==> config.mk <==
export PLATFORM = sky130hd
export DESIGN_NAME = mpt_queue
export DESIGN_NICKNAME = d
export VERILOG_FILES = /design/src/mpt_pkg.sv /design/src/mpt_queue.sv
export SDC_FILE = /design/constraint.sdc
export NUM_CORES = 1
export LEC_CHECK = 0
export BUFFER_PORTS_ARGS = -buffer_cell sky130_fd_sc_hd__buf_4
export CORE_ASPECT_RATIO = 0.6
export CORE_UTILIZATION = 50
export DETAILED_ROUTE_END_ITERATION = 7
export GPL_ROUTABILITY_DRIVEN = 0
export HOLD_SLACK_MARGIN = 0.02
export PLACE_DENSITY = 0.82
export SLEW_MARGIN = 20
export SYNTH_ARGS = -nofsm -noshare
export SYNTH_HDL_FRONTEND = slang
export SYNTH_SLANG_ARGS = --single-unit
==> constraint.sdc <==
create_clock -name i_clk -period 8.1 [get_ports i_clk]
set_input_delay 2.43 -clock i_clk [delete_from_list [all_inputs] [get_ports i_clk]]
set_output_delay 2.43 -clock i_clk [all_outputs]
set_load 0.01 [all_outputs]
==> src/mpt_pkg.sv <==
// Package: widths, item and snapshot types, and back-end state codes.
package mpt_pkg;

    // Sample width and the fixed result width
    localparam int VALUE_WIDTH   = 16;
    localparam int PRODUCT_WIDTH = 47;

    // Full-precision product widths
    localparam int PAIR_WIDTH = 2 * VALUE_WIDTH;
    localparam int PROD_WIDTH = 3 * VALUE_WIDTH;
    localparam int EXT_WIDTH  = (PROD_WIDTH > PRODUCT_WIDTH) ? PROD_WIDTH : PRODUCT_WIDTH;

    // Snapshot queue between front and back
    localparam int QUEUE_DEPTH = 2;
    localparam int QUEUE_AW    = (QUEUE_DEPTH > 1) ? $clog2(QUEUE_DEPTH) : 1;
    localparam int QUEUE_CW    = $clog2(QUEUE_DEPTH + 1);

    // Extreme values and saturating count limit
    localparam logic signed [VALUE_WIDTH-1:0] VAL_MIN = {1'b1, {(VALUE_WIDTH-1){1'b0}}};
    localparam logic signed [VALUE_WIDTH-1:0] VAL_MAX = {1'b0, {(VALUE_WIDTH-1){1'b1}}};
    localparam logic [1:0] SEEN_FULL = 2'd3;

    typedef struct packed {
        logic signed [VALUE_WIDTH-1:0] sample;
        logic                          last;
    } t_in_item;

    typedef struct packed {
        logic signed [PRODUCT_WIDTH-1:0] product;
        logic                            valid_res;
    } t_out_item;

    // Extremes of one finished set
    typedef struct packed {
        logic signed [VALUE_WIDTH-1:0] large1;
        logic signed [VALUE_WIDTH-1:0] large2;
        logic signed [VALUE_WIDTH-1:0] large3;
        logic signed [VALUE_WIDTH-1:0] small1;
        logic signed [VALUE_WIDTH-1:0] small2;
        logic                          ok;
    } t_snap;

    typedef struct packed {
        logic full;
        logic empty;
    } t_queue_status;

    typedef enum logic [1:0] {
        ST_IDLE,
        ST_MUL1,
        ST_MUL2,
        ST_DONE
    } t_back_state;

endpackage

==> src/mpt_queue.sv <==
// Snapshot queue: a short register FIFO between front and back.
module mpt_queue import mpt_pkg::*; (
    input  logic          i_clk,
    input  logic          i_rst_n,
    input  logic          i_push,
    input  t_snap         i_snap,
    input  logic          i_pop,
    output t_snap         o_snap,
    output t_queue_status o_status
);

    t_snap               r_mem [QUEUE_DEPTH];
    logic [QUEUE_AW-1:0] r_wr, r_rd;
    logic [QUEUE_CW-1:0] r_cnt;
    logic                w_wr, w_rd;

    assign o_status.full  = (r_cnt == QUEUE_CW'(QUEUE_DEPTH));
    assign o_status.empty = (r_cnt == '0);
    assign w_wr = i_push && !o_status.full;
    assign w_rd = i_pop && !o_status.empty;
    assign o_snap = r_mem[r_rd];

    // Storage
    always_ff @(posedge i_clk) begin
        if (w_wr) begin
            r_mem[r_wr] <= i_snap;
        end
    end

    // Pointers and fill count
    always_ff @(posedge i_clk) begin
        if (!i_rst_n) begin
            r_wr  <= '0;
            r_rd  <= '0;
            r_cnt <= '0;
        end else begin
            if (w_wr) begin
                r_wr <= (r_wr == QUEUE_AW'(QUEUE_DEPTH - 1)) ? '0 : r_wr + 1'b1;
            end
            if (w_rd) begin
                r_rd <= (r_rd == QUEUE_AW'(QUEUE_DEPTH - 1)) ? '0 : r_rd + 1'b1;
            end
            if (w_wr && !w_rd) begin
                r_cnt <= r_cnt + 1'b1;
            end else if (w_rd && !w_wr) begin
                r_cnt <= r_cnt - 1'b1;
            end
        end
    end

    a_no_overflow: assert property (@(posedge i_clk) disable iff (!i_rst_n)
        (r_cnt <= QUEUE_CW'(QUEUE_DEPTH)))
        else $error("queue count beyond depth");

    a_no_lost_push: assert property (@(posedge i_clk) disable iff (!i_rst_n)
        !(i_push && o_status.full))
        else $error("snapshot pushed into full queue");

endmodule

## After elaboration in Yosys (flattened, before gate mapping)

Memories as Yosys holds them, arrays and structs flattened. A register that Yosys moved wholly into a read port is not among the register bits.
Cells that the tools add are included.

| word-level totals | value |
|---|---|
| flip-flop bits (word level) | 4 |
| bits in writable memories | 162 |
| bits of input ports | 85 |
| output and inout port bits | 83 |
| logic and storage cells | 27 |
| memories | 1 |

| operators by class | value |
|---|---|
| $add $sub $neg | 4 |
| eq/ne operators | 1 |
| multiplexer cells | 8 |
| reduce and logical (&&, ||, !) cells | 10 |

Memory list:

| memory | depth | bits a word | rd ports | clocked after memory_dff | write ports | RTL line | RTL |
|---|---|---|---|---|---|---|---|
| r_mem | 2 | 81 | 1 | 1 | 1 | mpt_queue.sv:12 | `t_snap r_mem [QUEUE_DEPTH];` |

Operators with widths:

| cell | number |
|---|---|
| 1-bit two-way mux | 6 |
| 1-bit logical AND | 4 |
| 1-bit logical NOT | 4 |
| 2-bit two-way mux | 2 |
| 1-bit adder (second input constant) | 2 |
| 2-bit by 1-bit adder with 2-bit output (second input constant) | 1 |
| 2-bit == test (second input constant) | 1 |
| 2-bit logical NOT | 1 |
| 2-bit nonzero test | 1 |
| 2-bit by 1-bit subtractor with 2-bit output (second input constant) | 1 |

## Depth between registers and ports, before layout

| depth | value |
|---|---|
| depth in word-level cells | 7 |
| depth in mapped cells | 7 |
| depth with buffers taken out | 7 |

## Least setup slack after synthesis

No wires, ideal clock.

| timing | value |
|---|---|
| kind | input-to-reg |
| start | input i_push |
| end | memory r_mem[0][0] (netlist bit), enable pin |
| setup time | 0.507 ns |
| arrival time | 5.662 ns |
| data required time | 7.593 ns |
| slack | 1.930 ns |
| stages | 2 |
| path buffers | 0 |
| path through | inv_1 -> nor3_2 |

| between the ends | value |
|---|---|
| cells in the longest elaborated chain, start to end | 3 |

Ends and longest elaborated chain:

| element | RTL line | RTL |
|---|---|---|
| start: declaration | mpt_queue.sv:5 | `input logic i_push,` |
| 1-bit logical AND | mpt_queue.sv:19 | `assign w_wr = i_push && !o_status.full;` |
| 1-bit two-way mux | mpt_queue.sv:25 | `if (w_wr) begin` |
| 1-bit two-way mux (implied by the code) | mpt_queue.sv:26 | `r_mem[r_wr] <= i_snap;` |
| end: declaration | mpt_queue.sv:12 |  |

No other way between the ends.

==> out/metrics.csv <==
metric;value;unit
fin_worst_skew;0.00851;ns
viasPerCell;5.02;
r2r-start;r_cnt[0];
final_max_slew_viol_count;0;
r2r_setup_slack;6.21;ns
yosysTopAreaCell;edfxtp_1;
endpoint_kind;primary output;
cts_max_level;4;
drv_cap;0;
antenna_found_initial;0;
grt_pass1_wl;17.0;mm
worst_slew_pin_slew;0.600;ns
max-slew-margin-rel;60.0;%
drcViolationCount;0;
yosysWarnings;0;
synth-edff-count;162;
worstPathMaxFanout;43;
synth_common_cells;162 x edfxtp_1, 81 x mux2_2, 8 x buf_6;
p_leak;0.00302;uW
fin_crit_sh;54.7;%
hold_slack;0.545;ns
route.vias.total;3161;
grt_pass1_vias;3344;
finish.utilization;70.1;%
critPathArrivalTime;2.00;ns
netlist_top_cells_area;edfxtp_1 80%, mux2_2 15%, dfxtp_1 1.6%, buf_6 1.5%, and2_1 0.31%;
grt_max_degree;82;
final_nets;544;
die_h;87.6;um
start_util;52.6;%
wirelength;11.5;mm
synth_top_cell_area_share;79.7;%
ant_nets;0;
cts_sinks;167;
cts_tree;yes;
period_minus_slack;4.43;ns
core_area;11600;sq um
post_drt_wl_per_cell;18.3;um
synth.avg_cell_area;22.0;sq um
hold_path_class;register to register;
synthesis.area;6110;sq um
numCtsBuffers;17;
cts_buffer_depth;2;
synth_cells;277;
synth-seq-cells;167;
max_freq;226;MHz
rsz0062_at_grt;false;
clk_pin_slew_worst_paths;0.06;ns
cts_setup_buffers;0;
synth_most_common_cell;edfxtp_1;
report.final.hold_viol_count;0;
cts-root-buf;clkbuf_16;
insertion_delay;0.40;ns
seq_area_frac_synth;81.3;%
firstDrtPassIters;4;
regToRegEndpoint;r_mem[1][9];
tns;0;ns
synthFlopType;edfxtp_1;
io_buffers;167;
synthDistinctLibCells;21;
die_area;12700;sq um
ios;168;
die_w;145;um
outcome;finished clean;
start_kind;register;
overflow;0;
holdPathStages;2;
drt_iter0_drc;141;
synth-async-reset-ratio;0;%
p_per_area;320;nW/um^2
cp-endpoint;o_snap[74];
setup_viol;0;
rr_worst_depth;3;
placementRows;30;
ir_worst_vdd;236;uV
drive_gt1_share;60.9;%
syn2layout_area_growth;33.2;%
cts_hold_buf;0;
crit_type;register to primary output;
n_antenna_cell;0;
hpwl;7.14;mm
grtUsageTotal;18.8;%
cts_resized;0;
critPathRequiredTime;5.67;ns
syn_nets;363;
[report_power, final]
part	internal (uW)	total [uW]	switching [uW]
clock	486	814	327
combinational	352	646	294
sequential	1090	1150	59.3
[placed cells by master, fill, tap and decap left out, drive strengths merged, types with 2 or more instances in the layout]
cell type / Yosys / final
a21boi: 2 / 2
and2: 3 / 3
buf: 9 / 171
bufinv: 0 / 3
clkbuf: 0 / 17
clkinv: 0 / 5
clkinvlp: 0 / 3
dfxtp: 5 / 5
edfxtp: 162 / 162
inv: 2 / 5
mux2: 81 / 81
nor2: 2 / 2
o21ai: 2 / 2
xnor2: 2 / 2
[final cells by class]
| class | instances | area [sq um] |
|---|---|---|
| clock buffers | 17 | 425 |
| clock inverters | 14 | 174 |
| fillers | 747 | 3460 |
| inverters | 2 | 7.51 |
| multi-input cells | 99 | 1050 |
| flip-flops and latches | 167 | 4970 |
| well taps | 160 | 200 |
| repair buffers | 171 | 1310 |
[worst max-delay path: stages, from the launching register on]
cell,delay [ns]
dfxtp_4,0.71
buf_12,0.31
mux2_2,0.38
buf_4,0.16
[routing by layer]
layer	vias up	part of all wire (%)	GRT usage, %
met5	-	0	0
met4	0	0.61	6.03
met3	8	10	8.09
met2	144	46	29.8
met1	1551	43	23.5
li1	1458	-	-
[flip-flops by register name, summed over array words and instances, names as in the netlist, named ones only]
name   count
r_mem    162
r_cnt      2
r_rd       1
r_wr       1
[worst min path at each step]
stage,from,to
2_1_floorplan,r_cnt[1],r_cnt[1]
3_5_place_dp,r_cnt[1],r_cnt[1]
4_1_cts,r_cnt[1],r_cnt[1]
5_1_grt,r_cnt[1],r_cnt[1]
6_report,r_cnt[1],r_cnt[1]
3_3_place_gp,r_cnt[1],r_cnt[1]
[cells by family after synthesis]
kind of cell	Yosys count	share of synthesized area [%]
AND/OR/NAND/NOR	9	0.902
buffers and inverters	11	1.68
flip-flops	167	81.3
multiplexers	81	14.9
AO/OA/AOI/OAI	5	0.533
XOR/XNOR	3	0.430
adder cells (fa/ha/maj)	1	0.205
[stage by stage]
step	power [uW]	instances	instance area (sq um)	worst slack, ns
2_1_floorplan	1520	277	6110	1.93
3_3_place_gp	1790	597	7490	3.97
3_5_place_dp	1810	597	7490	3.97
4_1_cts	2620	628	8090	3.52
5_1_grt	2710	630	8130	3.56
6_report	2610	630	8130	3.67
Power figures use the tool's default switching activity.
