`src/mpt_pkg.sv`:
```
// Package: widths, item and snapshot types, and back-end state codes.
package mpt_pkg;

    // Sample width and the fixed result width
    localparam int VALUE_WIDTH   = 16;
    localparam int PRODUCT_WIDTH = 47;

    // Full-precision product widths
    localparam int PAIR_WIDTH = 2 * VALUE_WIDTH;
    localparam int PROD_WIDTH = 3 * VALUE_WIDTH;
    localparam int EXT_WIDTH  = (PROD_WIDTH > PRODUCT_WIDTH) ? PROD_WIDTH : PRODUCT_WIDTH;

    // Snapshot queue between front and back
    localparam int QUEUE_DEPTH = 2;
    localparam int QUEUE_AW    = (QUEUE_DEPTH > 1) ? $clog2(QUEUE_DEPTH) : 1;
    localparam int QUEUE_CW    = $clog2(QUEUE_DEPTH + 1);

    // Extreme values and saturating count limit
    localparam logic signed [VALUE_WIDTH-1:0] VAL_MIN = {1'b1, {(VALUE_WIDTH-1){1'b0}}};
    localparam logic signed [VALUE_WIDTH-1:0] VAL_MAX = {1'b0, {(VALUE_WIDTH-1){1'b1}}};
    localparam logic [1:0] SEEN_FULL = 2'd3;

    typedef struct packed {
        logic signed [VALUE_WIDTH-1:0] sample;
        logic                          last;
    } t_in_item;

    typedef struct packed {
        logic signed [PRODUCT_WIDTH-1:0] product;
        logic                            valid_res;
    } t_out_item;

    // Extremes of one finished set
    typedef struct packed {
        logic signed [VALUE_WIDTH-1:0] large1;
        logic signed [VALUE_WIDTH-1:0] large2;
        logic signed [VALUE_WIDTH-1:0] large3;
        logic signed [VALUE_WIDTH-1:0] small1;
        logic signed [VALUE_WIDTH-1:0] small2;
        logic                          ok;
    } t_snap;

    typedef struct packed {
        logic full;
        logic empty;
    } t_queue_status;

    typedef enum logic [1:0] {
        ST_IDLE,
        ST_MUL1,
        ST_MUL2,
        ST_DONE
    } t_back_state;

endpackage

```
`src/mpt_front.sv`:
```
// Front end: accepts samples and tracks the set's three largest and two smallest values.
module mpt_front import mpt_pkg::*; (
    input  logic          i_clk,
    input  logic          i_rst_n,
    input  logic          i_valid,
    output logic          o_ready,
    input  t_in_item      i_item,
    input  t_queue_status i_status,
    output logic          o_push,
    output t_snap         o_snap
);

    logic signed [VALUE_WIDTH-1:0] r_l1, r_l2, r_l3, r_s1, r_s2;
    logic signed [VALUE_WIDTH-1:0] n_l1, n_l2, n_l3, n_s1, n_s2;
    logic [1:0] r_cnt, n_cnt;
    logic [1:0] w_cnt_inc;
    logic       w_acc;

    assign o_ready = !i_status.full;
    assign w_acc   = i_valid && o_ready;

    // Insert the new sample into both sorted lists
    always_comb begin
        n_l1 = r_l1;
        n_l2 = r_l2;
        n_l3 = r_l3;
        n_s1 = r_s1;
        n_s2 = r_s2;
        if (i_item.sample > r_l1) begin
            n_l3 = r_l2;
            n_l2 = r_l1;
            n_l1 = i_item.sample;
        end else if (i_item.sample > r_l2) begin
            n_l3 = r_l2;
            n_l2 = i_item.sample;
        end else if (i_item.sample > r_l3) begin
            n_l3 = i_item.sample;
        end
        if (i_item.sample < r_s1) begin
            n_s2 = r_s1;
            n_s1 = i_item.sample;
        end else if (i_item.sample < r_s2) begin
            n_s2 = i_item.sample;
        end
    end

    // Saturating count of samples in the set
    assign w_cnt_inc = (r_cnt == SEEN_FULL) ? r_cnt : r_cnt + 2'd1;
    assign n_cnt     = w_cnt_inc;

    // Snapshot pushed on the last item of a set
    assign o_push        = w_acc && i_item.last;
    assign o_snap.large1 = n_l1;
    assign o_snap.large2 = n_l2;
    assign o_snap.large3 = n_l3;
    assign o_snap.small1 = n_s1;
    assign o_snap.small2 = n_s2;
    assign o_snap.ok     = (n_cnt == SEEN_FULL);

    // Tracker registers, cleared after each set
    always_ff @(posedge i_clk) begin
        if (!i_rst_n || o_push) begin
            r_l1  <= VAL_MIN;
            r_l2  <= VAL_MIN;
            r_l3  <= VAL_MIN;
            r_s1  <= VAL_MAX;
            r_s2  <= VAL_MAX;
            r_cnt <= 2'd0;
        end else if (w_acc) begin
            r_l1  <= n_l1;
            r_l2  <= n_l2;
            r_l3  <= n_l3;
            r_s1  <= n_s1;
            r_s2  <= n_s2;
            r_cnt <= n_cnt;
        end
    end

    // A set boundary leaves the tracker empty
    a_clear_after_last: assert property (@(posedge i_clk) disable iff (!i_rst_n)
        o_push |=> (r_cnt == 2'd0 && r_l1 == VAL_MIN && r_s1 == VAL_MAX))
        else $error("tracker not cleared after last item");

    // Sorted order holds inside the lists
    a_sorted: assert property (@(posedge i_clk) disable iff (!i_rst_n)
        (r_l1 >= r_l2 && r_l2 >= r_l3 && r_s1 <= r_s2))
        else $error("tracker lists out of order");

endmodule

```
`config.mk`:
```
export PLATFORM = sky130hd
export DESIGN_NAME = mpt_front
export DESIGN_NICKNAME = d
export VERILOG_FILES = /design/src/mpt_pkg.sv /design/src/mpt_front.sv
export SDC_FILE = /design/constraint.sdc
export NUM_CORES = 1
export LEC_CHECK = 0
export ABC_AREA = 1
export CAP_MARGIN = 0
export CORE_MARGIN = 5
export CORE_UTILIZATION = 35
export DETAILED_ROUTE_END_ITERATION = 8
export DONT_BUFFER_PORTS = 1
export PLACE_DENSITY = 0.54
export SETUP_SLACK_MARGIN = 0.02
export SLEW_MARGIN = 25
export SYNTH_ARGS = -nofsm -noshare
export SYNTH_HDL_FRONTEND = slang
export SYNTH_SLANG_ARGS = --single-unit
```
`constraint.sdc`:
```
create_clock -name i_clk -period 4.05 [get_ports i_clk]
set_input_delay 0.6075 -clock i_clk [delete_from_list [all_inputs] [get_ports i_clk]]
set_output_delay 0.6075 -clock i_clk [all_outputs]
set_load 0.01 [all_outputs]
```
## Yosys cells after proc, flatten, opt, wreduce, memory -nomap -nowiden

Cells that the tools add are included.

- Reduce and logical (&&, ||, !) cells: 5
- Eq/ne operators: 2
- Mux-type cells: 10
- Add/subtract/negate cells: 1
- Order comparisons: 5

Operator list:

| kind | count |
|---|---|
| 2-to-1 mux 16 bit | 9 |
| greater-than comparator 16 bit | 3 |
| less-than comparator 16 bit | 2 |
| equality test 2 bit (second input constant) | 2 |
| adder 2 x 1 -> 2 bit (second input constant) | 1 |
| logical AND 1 bit | 2 |
| zero test 1 bit | 2 |
| 2-to-1 mux 2 bit | 1 |
| logical OR 1 bit | 1 |

- Register bits: 82
- Logic and storage cells: 29

## Logic depth before layout (Yosys ltp)

- Word-level depth: 4
- Mapped depth: 20

## Worst setup path after synthesis

Ideal clock, no wire load.

- Path type: input to output
- Start: input i_item[16] in the netlist's numbering
- End: output o_snap[10] in the netlist's numbering
- Cell stages on the path: 15
- Setup slack: 1285 ps
- Data required time: 3442 ps
- Arrival time: 2158 ps
- Cells stage by stage: ha_1 nand2_1 inv_1 nand3_1 inv_1 nand2_1 nand2_1 a21oi_2 nand2_1 nand2_1 nand2_1 buf_4 buf_2 nand3_1 and2_1

RTL lines:

| what | RTL line | RTL |
|---|---|---|
| start, declared | mpt_front.sv:7 | `input t_in_item i_item,` |
| end, declared | mpt_front.sv:10 | `output t_snap o_snap` |

==> impl_metrics.toml <==
[placement]
finalWeightedCongestion = 0.866
buffer_ports.inserted = 0
hpwlAfterDp_um = 15400

[power]
pwr_density_cell_nw_per_um2 = 370
static-leakage-power_uw = 0.00397
power_uw = 2760
vdd_ir_drop_max_v = 0.000180

[synthesis]
synth-seq-cells = 82
number_of_different_library_cells_in_the_post_synthesis_netlist = 31
syn_area_per_cell_um2 = 6.30
syn_inst = 1102
syn-num-nets = 1202
mappedNetlistArea_um2 = 6950
synthesis.yosys.warnings = 0
synth-seq-area-share_pct = 23.6

[cts]
clockRootBuffer = "sky130_fd_sc_hd__clkbuf_16"
gates_resized_cts_repair = 0
post-cts-setup-buffers = 0
clk_path_buf_depth = 2
worst_setup_hold_path_clk_slew_ns = 0.07
tritoncts_clock_tree = "built"
clock-sinks = 82
cts-htree-levels = 3
hold_bufs_at_cts = 0
cts_buffers = 9
clock_insertion_delay_worst_skew_ns = 0.35

[timing]
report.final.setup_viol = 0
setup_tns_ns = 0
grt_setup_unrepaired = "no"
timing.final.crit_share_pct = 86.5
fmax_mhz = 285
post-route-min-period_ns = 3.50
worst_pin_slew_ns = 0.788
hold_violations = 0
final-max-slew-violation-count = 0
fin_skew_ns = 0.00892
max_slew_margin_pct = 47.2

[critical_path]
worst-endpoint-arrival_ns = 2.90
cp_slowest_stage_delay_ns = 0.35
r2r_start = "r_l1[13]"
timing.critical_path.cells = "inv_1 > ha_1 > nand2_1 > inv_1 > nor2_1 > o21bai_1 > a21oi_1 > nand3_1 > nand3_4 > buf_4 > nand2_8 > inv_6 > nand3_1 > nand2_1"
reg2regPathDepth = 16
path_class = "register to output port"
critical_path.max_fanout = 19
worstPathRequired_ns = 3.44
crit_start = "r_l1[13]"
r2r_end = "r_l3[15]"
worstSetupEndpoint = "o_snap[48]"
setup.worst_path.end_class = "output port"
crit_path_top_delay_cell = "sky130_fd_sc_hd__dfxtp_1"
start_kind = "register"
r2r_slack_ns = 1.30

[route]
first_iter_violations = 429
antenna_violating_nets_post_route = 0
wl_per_cell_um = 15.8
vias = 6675
wirelength_um = 21300
drc_errors = 0
route.detailed.vias_per_inst = 4.96
drtPass1Iterations = 5

[hold_path]
tightest_hold_check_type = "register to register"
min_path_cells = 2

[outcome]
status = "finished clean"

[floorplan]
std_cell_rows = 51
initial_utilization_pct = 35.6
dieArea_um2 = 22800
floorplan.die.width_um = 151
dieHeight_um = 151
placeableCoreArea_um2 = 19500
ioPinCount = 105

[final_layout]
n_antenna_cell = 0
mostFrequentLayoutCell = "sky130_fd_sc_hd__nand2_1"
syn2layout_area_growth_pct = 7.13
fin_nets = 1176
drive_gt1_share_pct = 6.01
most-common-layout-cells = "312 x sky130_fd_sc_hd__nand2_1, 184 x sky130_fd_sc_hd__inv_1, 108 x sky130_fd_sc_hd__a21oi_1"

[global_route]
wire_length_of_the_first_global_routing_pass_um = 33700
groute.usage.overall_pct = 18.8
first_global_vias = 6113
overflow = 0
grt_max_degree = 73
antenna_found_initial = 1

[job]
drv_cap = 0
critical path, delay by kind of cell (launching register included):
| family | cells | cell delay, ns |
|---|---|---|
| flops | 1 | 0.35 |
| fa+ha+maj | 1 | 0.28 |
| compound gates | 2 | 0.29 |
| buf+inv | 4 | 0.56 |
| simple gates | 7 | 1.04 |
report_power, final:
part           internal [µW]  total [µW]  leakage [µW]  switching [µW]
registers                861         891      0.000674            30.7
clock network            512         864      0.000147             352
logic                    290        1000       0.00315             711
total                   1660        2760       0.00397            1090
cells by family (layout without fill, tap and decap cells):
logic type,after synthesis,count (layout),share of synthesized area (%)
adder cells (fa/ha/maj),78,78,14.0
flip-flops,82,82,23.6
AND/OR/NAND/NOR,518,518,34.5
buffers and inverters,238,217,14.1
AO/OA/AOI/OAI,186,186,13.8
area by class of cell:
| class | instances | area (µm²) |
|---|---|---|
| Clock buffer | 14 | 264 |
| Clock inverter | 2 | 35.0 |
| Fill cell | 2192 | 12100 |
| Inverter | 188 | 713 |
| Multi-Input combinational cell | 782 | 4350 |
| Sequential cell | 82 | 1640 |
| Tap cell | 265 | 332 |
| Timing Repair Buffer | 13 | 110 |
sequential cells by signal, indices dropped and copies added (netlist names):
signal	flops
r_l1	16
r_l2	16
r_s1	16
r_l3	16
r_cnt	2
r_s2	16
layer usage:
layer | wire length, µm | GRT usage [%] | vias up
li1 | - | - | 3503
met1 | 9720 | 24.0 | 3002
met2 | 9600 | 30.5 | 145
met3 | 1570 | 5.75 | 23
met4 | 370 | 5.53 | 2
met5 | 4 | 0 | -
synth_stat cells:
cell type | count | area share (%)
sky130_fd_sc_hd__a21o_1 | 2 | 0.22
sky130_fd_sc_hd__a21oi_1 | 108 | 7.8
sky130_fd_sc_hd__a21oi_2 | 2 | 0.25
sky130_fd_sc_hd__and2_1 | 16 | 1.4
sky130_fd_sc_hd__buf_1 | 3 | 0.16
sky130_fd_sc_hd__buf_12 | 1 | 0.29
sky130_fd_sc_hd__buf_2 | 14 | 1.0
sky130_fd_sc_hd__buf_4 | 6 | 0.65
sky130_fd_sc_hd__buf_6 | 3 | 0.49
sky130_fd_sc_hd__clkbuf_1 | 23 | 1.2
sky130_fd_sc_hd__dfxtp_1 | 82 | 24
sky130_fd_sc_hd__ha_1 | 78 | 14
sky130_fd_sc_hd__inv_1 | 184 | 9.9
sky130_fd_sc_hd__inv_2 | 3 | 0.16
sky130_fd_sc_hd__inv_6 | 1 | 0.13
sky130_fd_sc_hd__nand2_1 | 313 | 17
sky130_fd_sc_hd__nand2_2 | 9 | 0.81
sky130_fd_sc_hd__nand2_8 | 1 | 0.29
sky130_fd_sc_hd__nand3_1 | 93 | 6.7
sky130_fd_sc_hd__nand3_2 | 15 | 2.2
sky130_fd_sc_hd__nand3_4 | 3 | 0.76
sky130_fd_sc_hd__nand4_1 | 34 | 3.1
sky130_fd_sc_hd__nor2_1 | 28 | 1.5
sky130_fd_sc_hd__nor3_1 | 4 | 0.29
sky130_fd_sc_hd__nor3_4 | 1 | 0.23
sky130_fd_sc_hd__nor4_4 | 1 | 0.31
sky130_fd_sc_hd__o211ai_2 | 1 | 0.18
sky130_fd_sc_hd__o21a_1 | 2 | 0.22
sky130_fd_sc_hd__o21ai_0 | 43 | 3.1
sky130_fd_sc_hd__o21ai_1 | 27 | 1.9
sky130_fd_sc_hd__o21bai_1 | 1 | 0.11
worst min path at each step:
stage	start	end	slack, ns
after detailed placement	r_s1[7]	r_s1[7]	0.46
after global placement	r_s1[14]	r_s1[14]	0.45
after CTS	i_item[4]	r_s1[3]	0.46
final	r_s1[8]	r_s1[8]	0.47
after global routing	i_item[3]	r_s1[2]	0.47
after floorplan	r_l3[15]	r_l3[15]	0.44
metrics by stage:
step	worst slack [ns]	instances	util, %	hold slack (ns)	instance area (µm²)
after floorplan	1.28	1102	-	0.437	6950
after global placement	0.730	1330	36.6	0.448	7140
after detailed placement	0.726	1330	36.6	0.462	7140
after CTS	0.541	1346	38.1	0.464	7440
after global routing	0.307	1346	38.1	0.470	7440
final	0.546	1346	38.1	0.473	7440
Power figures use the tool's default switching activity.
