<file path="src/mpt_pkg.sv">
// Package: widths, item and snapshot types, and back-end state codes.
package mpt_pkg;

    // Sample width and the fixed result width
    localparam int VALUE_WIDTH   = 16;
    localparam int PRODUCT_WIDTH = 47;

    // Full-precision product widths
    localparam int PAIR_WIDTH = 2 * VALUE_WIDTH;
    localparam int PROD_WIDTH = 3 * VALUE_WIDTH;
    localparam int EXT_WIDTH  = (PROD_WIDTH > PRODUCT_WIDTH) ? PROD_WIDTH : PRODUCT_WIDTH;

    // Snapshot queue between front and back
    localparam int QUEUE_DEPTH = 2;
    localparam int QUEUE_AW    = (QUEUE_DEPTH > 1) ? $clog2(QUEUE_DEPTH) : 1;
    localparam int QUEUE_CW    = $clog2(QUEUE_DEPTH + 1);

    // Extreme values and saturating count limit
    localparam logic signed [VALUE_WIDTH-1:0] VAL_MIN = {1'b1, {(VALUE_WIDTH-1){1'b0}}};
    localparam logic signed [VALUE_WIDTH-1:0] VAL_MAX = {1'b0, {(VALUE_WIDTH-1){1'b1}}};
    localparam logic [1:0] SEEN_FULL = 2'd3;

    typedef struct packed {
        logic signed [VALUE_WIDTH-1:0] sample;
        logic                          last;
    } t_in_item;

    typedef struct packed {
        logic signed [PRODUCT_WIDTH-1:0] product;
        logic                            valid_res;
    } t_out_item;

    // Extremes of one finished set
    typedef struct packed {
        logic signed [VALUE_WIDTH-1:0] large1;
        logic signed [VALUE_WIDTH-1:0] large2;
        logic signed [VALUE_WIDTH-1:0] large3;
        logic signed [VALUE_WIDTH-1:0] small1;
        logic signed [VALUE_WIDTH-1:0] small2;
        logic                          ok;
    } t_snap;

    typedef struct packed {
        logic full;
        logic empty;
    } t_queue_status;

    typedef enum logic [1:0] {
        ST_IDLE,
        ST_MUL1,
        ST_MUL2,
        ST_DONE
    } t_back_state;

endpackage

</file>
<file path="src/mpt_back.sv">
// Back end: forms both triple products in two multiply steps and picks the larger.
module mpt_back import mpt_pkg::*; (
    input  logic          i_clk,
    input  logic          i_rst_n,
    input  t_queue_status i_status,
    input  t_snap         i_snap,
    output logic          o_pop,
    output logic          o_valid,
    input  logic          i_ready,
    output t_out_item     o_item
);

    t_back_state r_state, n_state;
    t_snap       r_snap;
    logic signed [PAIR_WIDTH-1:0] r_pa, r_pb;
    logic signed [PROD_WIDTH-1:0] r_top, r_mix;
    logic signed [PROD_WIDTH-1:0] w_best;
    logic signed [EXT_WIDTH-1:0]  w_ext;
    logic        w_mul1, w_mul2, w_emit;
    logic        r_out_valid;
    t_out_item   r_out;

    // Next state
    always_comb begin
        n_state = r_state;
        unique case (r_state)
            ST_IDLE: if (!i_status.empty) n_state = ST_MUL1;
            ST_MUL1: n_state = ST_MUL2;
            ST_MUL2: n_state = ST_DONE;
            ST_DONE: if (w_emit) n_state = ST_IDLE;
            default: n_state = ST_IDLE;
        endcase
    end

    // State outputs
    always_comb begin
        o_pop  = 1'b0;
        w_mul1 = 1'b0;
        w_mul2 = 1'b0;
        w_emit = 1'b0;
        unique case (r_state)
            ST_IDLE: o_pop  = !i_status.empty;
            ST_MUL1: w_mul1 = 1'b1;
            ST_MUL2: w_mul2 = 1'b1;
            ST_DONE: w_emit = !r_out_valid || i_ready;
            default: o_pop  = 1'b0;
        endcase
    end

    always_ff @(posedge i_clk) begin
        if (!i_rst_n) begin
            r_state <= ST_IDLE;
        end else begin
            r_state <= n_state;
        end
    end

    // Datapath: snapshot, pair products, triple products
    always_ff @(posedge i_clk) begin
        if (o_pop) begin
            r_snap <= i_snap;
        end
        if (w_mul1) begin
            r_pa <= PAIR_WIDTH'(r_snap.large1) * PAIR_WIDTH'(r_snap.large2);
            r_pb <= PAIR_WIDTH'(r_snap.small1) * PAIR_WIDTH'(r_snap.small2);
        end
        if (w_mul2) begin
            r_top <= PROD_WIDTH'(r_pa) * PROD_WIDTH'(r_snap.large3);
            r_mix <= PROD_WIDTH'(r_pb) * PROD_WIDTH'(r_snap.large1);
        end
    end

    // Larger product, zero for a short set
    assign w_best = !r_snap.ok ? '0 : ((r_top > r_mix) ? r_top : r_mix);
    assign w_ext  = EXT_WIDTH'(w_best);

    // Output register
    always_ff @(posedge i_clk) begin
        if (w_emit) begin
            r_out.product   <= w_ext[PRODUCT_WIDTH-1:0];
            r_out.valid_res <= r_snap.ok;
        end
    end

    always_ff @(posedge i_clk) begin
        if (!i_rst_n) begin
            r_out_valid <= 1'b0;
        end else if (w_emit) begin
            r_out_valid <= 1'b1;
        end else if (i_ready) begin
            r_out_valid <= 1'b0;
        end
    end

    assign o_valid = r_out_valid;
    assign o_item  = r_out;

    a_emit_from_done: assert property (@(posedge i_clk) disable iff (!i_rst_n)
        $rose(r_out_valid) |-> $past(r_state) == ST_DONE)
        else $error("result raised outside done step");

    a_pop_starts_work: assert property (@(posedge i_clk) disable iff (!i_rst_n)
        o_pop |=> r_state == ST_MUL1)
        else $error("popped snapshot not processed");

endmodule
</file>
<file path="config.mk">
export PLATFORM = sky130hd
export DESIGN_NAME = mpt_back
export DESIGN_NICKNAME = d
export VERILOG_FILES = /design/src/mpt_pkg.sv /design/src/mpt_back.sv
export SDC_FILE = /design/constraint.sdc
export NUM_CORES = 2
export LEC_CHECK = 0
export BUFFER_PORTS_ARGS = -buffer_cell sky130_fd_sc_hd__buf_4
export CELL_PAD_IN_SITES_DETAIL_PLACEMENT = 0
export CELL_PAD_IN_SITES_GLOBAL_PLACEMENT = 1
export CORE_MARGIN = 3
export CORE_UTILIZATION = 47
export CTS_BUF_LIST = sky130_fd_sc_hd__clkbuf_16
export CTS_CLUSTER_SIZE = 14
export DETAILED_ROUTE_END_ITERATION = 8
export PLACE_DENSITY = 0.87
export SETUP_SLACK_MARGIN = 0.15
export SYNTH_ARGS = -nofsm -noshare
export SYNTH_HDL_FRONTEND = slang
export SYNTH_SLANG_ARGS = --single-unit
</file>
<file path="constraint.sdc">
create_clock -name i_clk -period 19 [get_ports i_clk]
set_clock_uncertainty 0.1 [all_clocks]
set_input_delay 1.9 -clock i_clk [delete_from_list [all_inputs] [get_ports i_clk]]
set_output_delay 1.9 -clock i_clk [all_outputs]
set_load 0.01 [all_outputs]
</file>
Yosys cells after proc, flatten, opt, wreduce, memory -nomap -nowiden. Index checks and enable logic that the tools add are counted.

Register bits: 292. Input bits: 86.

$mul: 4. Magnitude comparators: 1. Equal/unequal tests: 5. Muxes and demuxes: 10. Reductions and logical operators: 6.

Operators by type and width (count): 32-bit by 16-bit multiplier with 48-bit output (2); 16-bit by 16-bit multiplier with 32-bit output (2); 48-bit greater-than comparator (1); 47-bit two-way mux (1); 2-bit case mux with 4 select lines (1); 1-bit two-way mux (6); 2-bit == test, second input constant (2); 2-bit two-way mux (2); 2-bit != test, second input constant (2); 2-bit by 1-bit == test with 1-bit output, second input constant (1); 1-bit zero test (2); 2-bit zero test (1); 2-bit AND reduction (1); 2-bit nonzero test (1); 1-bit logical OR (1).

Logic depth before layout (Yosys ltp).
Depth after elaboration: 5. Depth in mapped cells: 26.

Least setup slack after synthesis. Ideal clock, no wire load.

Kind: input to output. From: input port i_status[0] (netlist name). To: output port o_pop. Data arrival time: 5.640 ns. Data required time: 17.000 ns. Slack: 11.360 ns. Cell stages on the path: 1. Path buffers: 0. Path through: nor2b_1.

Longest elaborated chain between the ends: 2.

RTL lines: start: declaration (line mpt_back.sv:5) `input t_queue_status i_status,`; 1-bit zero test (line mpt_back.sv:42) `ST_IDLE: o_pop = !i_status.empty;`; 1-bit two-way mux (line mpt_back.sv:41) `unique case (r_state)`; end: declaration (line mpt_back.sv:7) `output logic o_pop,`.

Every way passes these cells.

Worst setup path after layout.
From: register r_snap[38] (netlist name). To: register r_top[46] (data pin).

Longest elaborated chain between the ends: 1.

RTL lines: start: declaration (line mpt_back.sv:14) `t_snap r_snap;`; start signal: assignment (line mpt_back.sv:61) `r_snap <= i_snap;`; 32-bit by 16-bit multiplier with 48-bit output (line mpt_back.sv:68) `r_top <= PROD_WIDTH'(r_pa) * PROD_WIDTH'(r_snap.large3);`; end signal: assignment (line mpt_back.sv:68); end: declaration (line mpt_back.sv:16) `logic signed [PROD_WIDTH-1:0] r_top, r_mix;`.

Every way passes these cells. A chain may end at the register's enable or synchronous reset.

==> flow_summary_export.csv <==
group,metric,value,unit
yosys,synth_area_leaders,"fa_1 (45%), edfxtp_1 (13%), inv_1 (10%)",
worst_setup_path,critPathLaunchType,"flip-flop",
yosys,synth_edf_count,289,
timing,hold_violations,0,
worst_setup_path,path_max_fanout,32,
global_route,grt_use_total,22.79,%
worst_setup_path,worstReg2RegEnd,"r_top[46]",
finish,drive_gt1_share,3.817,%
timing,setup_viol,0,
timing,timing.fmax,117.6,MHz
placed_design,gp_congestion,0.8851,
clock_network,postCtsSetupBuffers,0,
timing,whs,0.5266,ns
clock_network,clk_pin_slew,0.06,ns
clock_network,clk_latency,0.63,ns
status,status,"finished clean",
worst_setup_path,rrSetupSlack,10.50,ns
floorplanning,core_area,138500,um2
placed_design,io_buffers,134,
finish,fillers,12670,
timing,fin_crit_sh,44.75,%
route,wl_per_cell,18.13,um
finish,syn_to_final_growth,6.145,%
route,dr.pass1.iters,6,
yosys,synth.most_common_cell,"inv_1",
worst_setup_path,critPathCaptureType,"flip-flop",
yosys,seq_area_frac_synth,13.22,%
route,drtAntennaViolNets,0,
global_route,grt-ovfl-total,0,
route,vias,45280,
timing,report.final.slew_viol_count,0,
route,routed_wl,158.3,mm
yosys,synthArstFlopShare,0,%
worst_setup_path,rr_startpoint,"r_snap[38]",
timing,final.min_clock_period,8.502,ns
floorplanning,die_y,381.0,um
global_route,grt_max_degree,96,
yosys,ys_ff_latch,292,
floorplanning,die_w,381.0,um
floorplanning,start_util,47.71,%
flow_run,drv_cap,0,
hold_path,hold_depth,2,
worst_setup_path,reg2reg_depth,20,
finish,fin_nets,8860,
worst_setup_path,path_class,"reg -> reg",
hold_path,hold_path.startpoint,"r_mix[10]",
timing,rsz0062_at_grt,"no",
placed_design,hpwlAfterDp,125.7,mm
timing,slew_headroom,9.947,%
clock_network,hold_buffers,0,
yosys,synth_top_cells_by_count,"inv_1 (1762), fa_1 (1496), nand2_1 (996)",
finish,final_util,50.64,%
yosys,syn_nets,8907,
yosys,synth_top_area_share,45.32,%
clock_network,cts_max_level,2,
timing,tns,0,ns
clock_network,cts_resized,0,
clock_network,cts_buffers,39,
worst_setup_path,crit_required,19.16,ns
hold_path,min_delay_worst_endpoint,"o_item[11]",
yosys,synth_flop_cell,"edfxtp_1",
floorplanning,die_area,145200,um2
yosys,avgSynthCellArea,9.606,um2
floorplanning,ios,136,
route,drtIter0Drc,3243,
timing,tightest_slew,1.351,ns
global_route,grt_pass1_wl,264.2,mm
global_route,antenna_found_initial,8,
yosys,yosys.area.top_type,"fa_1",
hold_path,hp-class,"reg -> reg",
finish,seq_area,8738,um2
route,via_per_inst,5.185,
yosys,synth_cell_type_count,70,
yosys,synthCells,6880,
worst_setup_path,cp.arrival,8.67,ns
floorplanning,rows,136,
finish,multi_input_area,49780,um2
clock_network,cts_tree,"built",
clock_network,ctsRootBufferMaster,"clkbuf_16",
yosys,syn_area,66090,um2
clock_network,cts_sinks,292,
clock_network,clockBufferDepth,3,
yosys,synth_warnings,0,
global_route,grt_pass1_vias,50160,
route,drc,0,
## layout by cell type (no fill, tap or decap), types with 23 or more instances in the layout
cell type | synthesis | layout
a21o_1 | 85 | 85
a21oi_1 | 121 | 121
and2_1 | 607 | 607
buf_4 | 0 | 175
clkbuf_16 | 0 | 39
edfxtp_1 | 289 | 289
fa_1 | 1496 | 1496
ha_1 | 445 | 443
inv_1 | 1762 | 1766
mux2i_1 | 52 | 51
nand2_1 | 996 | 996
nand2b_1 | 49 | 49
nand3_1 | 30 | 30
nand4_1 | 29 | 29
nor2_1 | 148 | 148
nor2b_1 | 28 | 26
nor3_1 | 31 | 31
o21a_1 | 25 | 25
o21ai_0 | 78 | 78
o21bai_1 | 23 | 23
xnor2_1 | 125 | 125
xor2_1 | 35 | 35
## critical path, stage by stage, from the launching register on
cell and delay [ns]:
edfxtp_1 1.24, and2_1 0.28, fa_1 0.42, inv_1 0.09, fa_1 0.44, fa_1 0.50, fa_1 0.55, inv_1 0.06
fa_1 0.49, inv_1 0.05, fa_1 0.48, inv_1 0.05, ha_1 0.37, nand4_1 0.16, o21ai_0 0.42, nand4_1 0.24
o311ai_1 0.71, o21ai_0 0.32, nand3_1 0.22, a31oi_1 0.12, xnor2_1 0.82
## metrics by stage
stage,area [um2],cells,worst slack [ns]
after floorplan,66090,6880,11.36
after global placement,68780,8655,10.89
after detailed placement,68780,8655,10.81
after CTS,70140,8727,10.73
after global routing,70140,8727,10.38
final,70150,8732,10.50
## flip-flops by register name (all words and copies together) (netlist names)
signal and flops:
o_item 48, o_valid 1, r_mix 48, r_pa 32, r_pb 32, r_snap 81, r_state 2, r_top 48
## cell families after synthesis
kind of cell	Yosys count	synth area share (%)
buf+inv	2028	11.54
simple gates	1964	14.20
fa+ha+maj	1941	53.74
compound gates	443	4.385
flops	292	13.22
xor+xnor	160	2.120
mux	52	0.7876
## per-layer routing
| metal | routed length, um | vias up | global-route usage, % |
|---|---|---|---|
| met3 | 10300 | 281 | 3.258 |
| met2 | 75480 | 1449 | 38.01 |
| met1 | 66390 | 23390 | 30.59 |
| met5 | 46 | - | 0 |
| met4 | 6065 | 6 | 7.827 |
| li1 | - | 20150 | - |
## layout make-up
| type | instances | area share [%] |
|---|---|---|
| multi-input combinational | 4560 | 70.96 |
| sequential | 292 | 12.46 |
| inverter | 1765 | 9.444 |
| tap | 1863 | 3.323 |
| timing repair buffer | 175 | 1.873 |
| clock buffer | 39 | 1.391 |
| clock inverter | 33 | 0.5369 |
| antenna | 5 | 0.01784 |
## how the worst max path moves through the flow
stage / start / end / slack (ns) / cells after the start
2_1_floorplan: i_status[0] / o_pop / 11.36 / 1
3_3_place_gp: r_snap[48] / r_top[43] / 10.89 / 21
3_5_place_dp: r_snap[38] / r_top[43] / 10.81 / 21
4_1_cts: r_snap[38] / r_top[44] / 10.73 / 20
5_1_grt: r_snap[38] / r_top[43] / 10.38 / 21
6_report: r_snap[38] / r_top[46] / 10.50 / 20
Power is left out: the tool's default activity adds up to more than one toggle a clock period on the data nets, which glitch-free logic cannot reach.
